## config.mk

```make
export PLATFORM = sky130hd
export DESIGN_NAME = tlb_page_table_translator_flat
export DESIGN_NICKNAME = d
export VERILOG_FILES = /design/src/hdl/tlbpt_pkg.sv /design/src/hdl/tlbpt_channels.sv /design/src/hdl/tlb_page_table_translator.sv /design/src/flat_wrapper.sv
export SDC_FILE = /design/constraint.sdc
export NUM_CORES = 2
export LEC_CHECK = 0
export ABC_AREA = 1
export BUFFER_PORTS_ARGS = -buffer_cell sky130_fd_sc_hd__buf_2
export CAP_MARGIN = 20
export CELL_PAD_IN_SITES_DETAIL_PLACEMENT = 1
export CELL_PAD_IN_SITES_GLOBAL_PLACEMENT = 2
export CORE_ASPECT_RATIO = 2
export CORE_MARGIN = 2
export CORE_UTILIZATION = 31
export CTS_CLUSTER_SIZE = 20
export DETAILED_ROUTE_END_ITERATION = 16
export PLACE_DENSITY_LB_ADDON = 0.1
export SETUP_SLACK_MARGIN = 0.02
export SYNTH_ARGS = -nofsm -noshare
export SYNTH_HDL_FRONTEND = slang
export SYNTH_SLANG_ARGS = --single-unit
```

## constraint.sdc

```tcl
create_clock -name clock -period 9 [get_ports clock]
set_input_delay 0.45 -clock clock [delete_from_list [all_inputs] [get_ports clock]]
set_output_delay 0.45 -clock clock [all_outputs]
set_load 0.02 [all_outputs]
```

## src/hdl/tlbpt_pkg.sv

```systemverilog
`default_nettype none

package tlbpt_pkg;

   localparam int ADDR_BITS     = 16;
   localparam int OFFSET_BITS   = 8;
   localparam int TLB_ENTRIES   = 16;
   localparam int PAGE_COUNT    = 256;
   localparam int FRAME_BITS    = 8;
   localparam int FRAME_CTR_BITS = 9;
   localparam int COUNT_BITS    = 16;

   localparam int PAGE_IDX_BITS = $clog2(PAGE_COUNT);
   localparam int TLB_IDX_BITS  = $clog2(TLB_ENTRIES);

   typedef logic [PAGE_IDX_BITS-1:0] page_idx_type;
   typedef logic [FRAME_BITS-1:0]    frame_type;

   typedef struct packed {
      logic [ADDR_BITS-1:0] logical_address;
   } req_type;

   typedef struct packed {
      logic [ADDR_BITS-1:0]  physical_address;
      logic                  tlb_hit;
      logic                  page_fault;
      logic [COUNT_BITS-1:0] hit_count;
      logic [COUNT_BITS-1:0] fault_count;
   } rsp_type;

endpackage

`default_nettype wire

```

## src/hdl/tlbpt_channels.sv

```systemverilog
`default_nettype none

interface tlbpt_req_if;
   logic               valid;
   logic               ready;
   tlbpt_pkg::req_type payload;

   modport source (output valid, output payload, input ready);
   modport sink   (input valid, input payload, output ready);
endinterface

interface tlbpt_rsp_if;
   logic               valid;
   logic               ready;
   tlbpt_pkg::rsp_type payload;

   modport source (output valid, output payload, input ready);
   modport sink   (input valid, input payload, output ready);
endinterface

`default_nettype wire

```

## src/hdl/tlb_page_table_translator.sv

```systemverilog
// Pipeline: an accepted item is captured in stage 1 together with its page table read, then
// the TLB lookup / resolve writes the result register, where it waits until it is taken.
// Throughput: one item per cycle while the result side is ready; the page table has one read
// and one write port, and a write-to-read bypass lets a frame allocated by one item reach
// the next. A waiting result holds stage 1; input ready drops once stage 1 is also full.
// Reset (sync, active high): TLB and page-table valid bits, frame counter, counts cleared.
`default_nettype none

module tlb_page_table_translator (
   input  wire logic   clock,
   input  wire logic   reset,
   tlbpt_req_if.sink   req_if,
   tlbpt_rsp_if.source rsp_if
);

   // ---------------------------------------------------------------
   // Pipeline control
   // ---------------------------------------------------------------
   logic s1_valid_ff;
   logic rsp_valid_ff;
   logic advance;        // stage-1 item resolves into the result register
   logic accept;         // new item enters stage 1

   assign advance = s1_valid_ff && (!rsp_valid_ff || rsp_if.ready);
   assign req_if.ready = !s1_valid_ff || advance;
   assign accept = req_if.valid && req_if.ready;

   // ---------------------------------------------------------------
   // Stage 1: captured address plus page table read data
   // ---------------------------------------------------------------
   logic [tlbpt_pkg::ADDR_BITS-1:0] s1_addr_ff;
   tlbpt_pkg::page_idx_type         in_page;
   tlbpt_pkg::page_idx_type         s1_page;
   logic [tlbpt_pkg::OFFSET_BITS-1:0] s1_offset;

   // Page number reduced modulo the table size (table size is a power of two).
   assign in_page   = req_if.payload.logical_address[tlbpt_pkg::OFFSET_BITS +:
                                                      tlbpt_pkg::PAGE_IDX_BITS];
   assign s1_page   = s1_addr_ff[tlbpt_pkg::OFFSET_BITS +: tlbpt_pkg::PAGE_IDX_BITS];
   assign s1_offset = s1_addr_ff[tlbpt_pkg::OFFSET_BITS-1:0];

   always_ff @(posedge clock) begin
      if (reset) begin
         s1_valid_ff <= 1'b0;
      end else if (accept) begin
         s1_valid_ff <= 1'b1;
      end else if (advance) begin
         s1_valid_ff <= 1'b0;
      end
   end

   always_ff @(posedge clock) begin
      if (accept) begin
         s1_addr_ff <= req_if.payload.logical_address;
      end
   end

   // ---------------------------------------------------------------
   // Frame allocator and saturating statistics registers
   // ---------------------------------------------------------------
   logic [tlbpt_pkg::FRAME_CTR_BITS-1:0] next_frame_ff;
   logic [tlbpt_pkg::COUNT_BITS-1:0]     hits_ff;
   logic [tlbpt_pkg::COUNT_BITS-1:0]     faults_ff;
   logic [tlbpt_pkg::COUNT_BITS-1:0]     hits_in;
   logic [tlbpt_pkg::COUNT_BITS-1:0]     faults_in;

   // ---------------------------------------------------------------
   // Page table: frame memory (contents undefined until written) and
   // per-page valid flops (cleared on reset).
   // ---------------------------------------------------------------
   tlbpt_pkg::frame_type            page_table [tlbpt_pkg::PAGE_COUNT];
   logic [tlbpt_pkg::PAGE_COUNT-1:0] page_valid_ff;
   tlbpt_pkg::frame_type            pt_rd_ff;
   logic                            fwd_hit_ff;
   tlbpt_pkg::frame_type            fwd_frame_ff;

   logic                 pt_wr_en;
   tlbpt_pkg::frame_type new_frame;
   tlbpt_pkg::frame_type frame;

   assign new_frame = next_frame_ff[tlbpt_pkg::FRAME_BITS-1:0];

   always_ff @(posedge clock) begin
      if (pt_wr_en) begin
         page_table[s1_page] <= new_frame;
      end
      if (accept) begin
         pt_rd_ff <= page_table[in_page];
      end
   end

   // A fault write landing on the same edge as the read of the same page
   // returns stale data from the array, so the written frame is forwarded.
   always_ff @(posedge clock) begin
      if (accept) begin
         fwd_hit_ff   <= pt_wr_en && (s1_page == in_page);
         fwd_frame_ff <= new_frame;
      end
   end

   always_ff @(posedge clock) begin
      if (reset) begin
         page_valid_ff <= '0;
      end else if (pt_wr_en) begin
         page_valid_ff[s1_page] <= 1'b1;
      end
   end

   // ---------------------------------------------------------------
   // TLB: shift-register FIFO, newest entry at index 0
   // ---------------------------------------------------------------
   tlbpt_pkg::page_idx_type           tlb_page_ff  [tlbpt_pkg::TLB_ENTRIES];
   tlbpt_pkg::frame_type              tlb_frame_ff [tlbpt_pkg::TLB_ENTRIES];
   logic [tlbpt_pkg::TLB_ENTRIES-1:0] tlb_valid_ff;

   logic                 tlb_hit;
   tlbpt_pkg::frame_type tlb_frame;

   // Fully associative compare; lowest (newest) matching entry wins.
   always_comb begin
      tlb_hit   = 1'b0;
      tlb_frame = '0;
      for (int k = tlbpt_pkg::TLB_ENTRIES - 1; k >= 0; k--) begin
         if (tlb_valid_ff[k] && (tlb_page_ff[k] == s1_page)) begin
            tlb_hit   = 1'b1;
            tlb_frame = tlb_frame_ff[k];
         end
      end
   end

   // ---------------------------------------------------------------
   // Resolve: hit, page-table hit, or fault with new frame allocation
   // ---------------------------------------------------------------
   logic page_present;
   logic fault;

   assign page_present = page_valid_ff[s1_page];
   assign fault        = !tlb_hit && !page_present;
   assign pt_wr_en     = advance && fault;

   always_comb begin
      if (tlb_hit) begin
         frame = tlb_frame;
      end else if (page_present) begin
         frame = fwd_hit_ff ? fwd_frame_ff : pt_rd_ff;
      end else begin
         frame = new_frame;
      end
   end

   // Misses only: push page/frame, oldest entry falls off the end.
   always_ff @(posedge clock) begin
      if (advance && !tlb_hit) begin
         for (int k = tlbpt_pkg::TLB_ENTRIES - 1; k > 0; k--) begin
            tlb_page_ff[k]  <= tlb_page_ff[k-1];
            tlb_frame_ff[k] <= tlb_frame_ff[k-1];
         end
         tlb_page_ff[0]  <= s1_page;
         tlb_frame_ff[0] <= frame;
      end
   end

   always_ff @(posedge clock) begin
      if (reset) begin
         tlb_valid_ff <= '0;
      end else if (advance && !tlb_hit) begin
         tlb_valid_ff <= {tlb_valid_ff[tlbpt_pkg::TLB_ENTRIES-2:0], 1'b1};
      end
   end

   // ---------------------------------------------------------------
   // Frame allocator and saturating statistics
   // ---------------------------------------------------------------
   always_comb begin
      hits_in   = hits_ff;
      faults_in = faults_ff;
      if (tlb_hit && (hits_ff != '1)) begin
         hits_in = hits_ff + 1'b1;
      end
      if (fault && (faults_ff != '1)) begin
         faults_in = faults_ff + 1'b1;
      end
   end

   always_ff @(posedge clock) begin
      if (reset) begin
         next_frame_ff <= '0;
         hits_ff       <= '0;
         faults_ff     <= '0;
      end else if (advance) begin
         if (fault) begin
            next_frame_ff <= next_frame_ff + 1'b1;   // wraps modulo the counter width
         end
         hits_ff   <= hits_in;
         faults_ff <= faults_in;
      end
   end

   // ---------------------------------------------------------------
   // Result register
   // ---------------------------------------------------------------
   tlbpt_pkg::rsp_type rsp_data_ff;

   always_ff @(posedge clock) begin
      if (reset) begin
         rsp_valid_ff <= 1'b0;
      end else if (advance) begin
         rsp_valid_ff <= 1'b1;
      end else if (rsp_if.ready) begin
         rsp_valid_ff <= 1'b0;
      end
   end

   always_ff @(posedge clock) begin
      if (advance) begin
         rsp_data_ff.physical_address <= tlbpt_pkg::ADDR_BITS'({frame, s1_offset});
         rsp_data_ff.tlb_hit          <= tlb_hit;
         rsp_data_ff.page_fault       <= fault;
         rsp_data_ff.hit_count        <= hits_in;
         rsp_data_ff.fault_count      <= faults_in;
      end
   end

   assign rsp_if.valid   = rsp_valid_ff;
   assign rsp_if.payload = rsp_data_ff;

endmodule

`default_nettype wire

```

## src/flat_wrapper.sv

```systemverilog
// flat-port wrapper written by rule: the top's interface ports become plain ports
module tlb_page_table_translator_flat 
  (clock, reset, req_if_valid, req_if_payload, req_if_ready, rsp_if_valid, rsp_if_payload, rsp_if_ready);
  tlbpt_req_if req_if_i ();
  tlbpt_rsp_if rsp_if_i ();
  input  wire logic clock;
  input  wire logic reset;
  input wire logic [$bits(req_if_i.valid)-1:0] req_if_valid;
  input wire logic [$bits(req_if_i.payload)-1:0] req_if_payload;
  output wire logic [$bits(req_if_i.ready)-1:0] req_if_ready;
  output wire logic [$bits(rsp_if_i.valid)-1:0] rsp_if_valid;
  output wire logic [$bits(rsp_if_i.payload)-1:0] rsp_if_payload;
  input wire logic [$bits(rsp_if_i.ready)-1:0] rsp_if_ready;
  assign req_if_i.valid = req_if_valid;
  assign req_if_i.payload = req_if_payload;
  assign req_if_ready = req_if_i.ready;
  assign rsp_if_valid = rsp_if_i.valid;
  assign rsp_if_payload = rsp_if_i.payload;
  assign rsp_if_i.ready = rsp_if_ready;
  tlb_page_table_translator u_core (.clock(clock), .reset(reset), .req_if(req_if_i), .rsp_if(rsp_if_i));
endmodule
```

==> metrics <==
outcome finished, final reports clean; initial antenna violation count 22; drt drc 0; Post-synth EDFFs 2387; detailed-route wire length between 400000 and 500000 um; Fmax achieved 0.143 GHz; yosys warns 0; ys flop type edfxtp_1; critical path data arrival time ~7.5 ns; GPL Wtd Cong around 0.84; Yosys cell types 59; placed cell count roughly 14000; setup violators final 0; fraction of layout cells with a size suffix above 1 7.58%; Post-Syn Instances about 9300; CP startpoint u_core.s1_addr_ff[13]; CP endpoint kind flop; Pleak 41.6 nW; clock sink count 2701; final std cells w/o fill 14100; Initial Util 31.1%; Root Driver clkbuf_16; area share of the largest cell type after synthesis 66.0%; final slew viol count 0; final count of hold timing violations 0; Crit Path Max Fanout 65; vias in the first global route 77400; synth top area cells edfxtp_1 66%, o21ai_0 6.6%, dfxtp_1 5.8%; post-DP HPWL 273000 um; Fin Setup TNS 0 ns; Post-Synthesis Cell Area about 110000 um2; Min-Delay Startpoint reset; number of vias per cell 5.19; Critical R2R Launch u_core.s1_addr_ff[13]; largest net degree at the start of global routing 162; Max Root-Sink Buffers 4; Top-Level Pins slightly above 70; actual slew at the worst max-slew pin 1.23 ns; VDD IR max 134 uV; Worst EP required about 9.5 ns; H-tree Lvls 5; initial DRC count 4799; # Max-Cap Violations 0; Final Cycle Share 77.6%; flop2flop setup slack ~2.0 ns; CTS resizes 0; syn nets 9310; first-pass GRT wire length 594000 um; Worst-Skew Late Latency just over 0.9 ns; ys async rst share 0%; die width between 400 and 500 um; P per Cell Area 219 nW/um2; Reg2Reg Depth 14; CTS tree done; Worst Hold End u_core.page_valid_ff[82]; Min-Delay Path Class primary input to flop; Via Count 73000; drt pass-1 iters 5; worst clock skew about 0.057 ns; Cell Rows a little over 300; Seq/Total Area, Yosys 71.8%; Vert. Die Dim 841 um; Nets 9225; die area between 300000 and 400000 um2; drt wl/cell between 30 and 40 um; Setup crit start kind flop; area of the multi-input gates 25500 um2; CP Class flop to flop; post-synth top area cell edfxtp_1; Clk pin slew, worst setup/hold paths around 0.060 ns; fillcell total 37300; minimum clock period 6.98 ns; remaining global-route overflow 0; dpl ws 1.56 ns; CORE AREA 349000 um2; WHS Path Cells 2; antenna viol nets, final 0; relative slew slack 18.0%; FF+latch area 78000 um2; Synth Register Bits 2701; CTS buffer count 273; port buffer count 71; setup ws final 2.02 ns; GRT Resource Usage Total approximately a quarter; Area Growth Syn to Fin 13.3%; RSZ-0062 raised after global routing false; reg2reg end u_core.page_table[47][4]; syn avg cell area 11.7 um2
## flip-flops by register name (all words and copies together) (netlist names), 50 cells and up
register,flops
u_core.page_table,2048
u_core.page_valid_ff,256
u_core.tlb_frame_ff,128
u_core.tlb_page_ff,128
u_core.rsp_if.payload,50
## worst max-delay path: stages (launching register included)
cell      delay (ns)
edfxtp_1        0.69
inv_2           0.59
nand2_1         0.11
nand4_1         0.17
nor4_1          0.11
nand2_1         0.47
nand4_1         0.18
nor4_2          0.61
nand2_2         0.64
nor2_4          0.22
buf_4           0.63
nand2_4         0.57
nor2_8          0.80
nand2_1         0.26
inv_1           0.40
## power breakdown
part           internal, W  leakage [nW]  switching (W)
clock network      0.00652          4.29        0.00510
logic             0.000344          13.2        0.00127
registers           0.0136          24.1      0.0000818
total               0.0205          41.6        0.00645
## what timing repair did
action,in CTS,in global routing
hold buffers,13,0
setup buffers,0,0
hold endpoints to repair,11,0
## through the flow
step	total power [W]	hold slack [ns]	util [%]	cell area (um2)
final	0.0270	0.0742	35.2	123000
after global routing	0.0277	0.0795	35.2	123000
after CTS	0.0273	0.0123	35.2	123000
after detailed placement	0.0156	0.408	32.7	114000
after global placement	0.0156	0.411	32.7	114000
after floorplan	0.0148	0.400	-	109000
## final cells by class
type,count,area share (%)
clock buffers,369,6.30
flip-flops and latches,2701,63.4
inverters,748,2.31
clock inverters,115,0.838
diodes,8,0.0163
repair buffers,234,1.63
multi-input cells,5244,20.8
well taps,4635,4.72
## cells in the final DEF (no fill, tap or decap), types with 33 or more instances in the layout
cell type,Yosys,layout
nand3_1,94,94
clkbuf_16,0,286
dfxtp_1,314,306
buf_4,27,123
clkbuf_1,511,55
nor2_1,1570,1552
inv_1,736,730
nand2_1,688,687
o32ai_1,36,33
xor2_1,49,49
edfxtp_1,2387,2387
clkinv_1,3,33
buf_2,37,65
o22ai_1,759,759
o21ai_1,43,43
clkinv_2,1,44
o21ai_0,1439,1439
a21oi_1,369,369
## routing by layer
metal	up-vias	global-route usage, %	part of all wire, %
met1	38000	25.6	37
met3	580	2.29	3.0
met5	-	0	0.0031
met2	1461	45.5	55
li1	32900	-	-
met4	2	9.88	4.8
## worst max path at each step
stage | to | slack (ns) | depth (start not counted)
after CTS | u_core.page_table[47][4] | 1.57 | 14
after detailed placement | u_core.page_table[47][5] | 1.56 | 14
after global placement | u_core.page_table[47][3] | 1.70 | 14
final | u_core.page_table[47][4] | 2.02 | 14
after global routing | u_core.page_table[47][2] | 1.48 | 14
after floorplan | u_core.tlb_frame_ff[0][0] | 3.30 | 11
## cells in the mapped netlist (3+ instances only)
master,instances
nor2_1,1570
buf_4,27
nor4_1,14
nor2_8,15
a22oi_1,11
edfxtp_1,2387
clkinv_1,3
clkbuf_1,511
buf_6,5
mux2i_1,3
o32ai_1,36
inv_2,8
o22ai_1,759
ha_1,3
nor2_4,5
inv_1,736
a221oi_1,3
buf_2,37
buf_1,13
o21ai_1,43
nand3b_1,3
xnor2_1,24
nand3_1,94
o2111ai_1,5
o221ai_1,8
mux2_2,5
nor2_2,3
or2_0,3
nand2_2,4
nor3_1,25
nand2_1,688
or2_2,9
xor2_1,49
a21oi_1,369
nand4_1,24
dfxtp_1,314
o21ai_0,1439
o211ai_1,3
## cell families (layout without fill, tap and decap cells)
kind of cell	after synthesis	after routing	share of synthesized area (%)
adders and majority gates	3	3	0.0346
other	0	8	0
buffers and inverters	1342	1466	4.83
muxes	8	8	0.0795
DFF	2701	2701	71.8
AOI/OAI and AO/OA	2688	2688	13.5
and+or+nand+nor	2472	2472	9.16
xor gates and xnor gates	73	73	0.589
No activity file was read; power rests on OpenSTA's default activity.
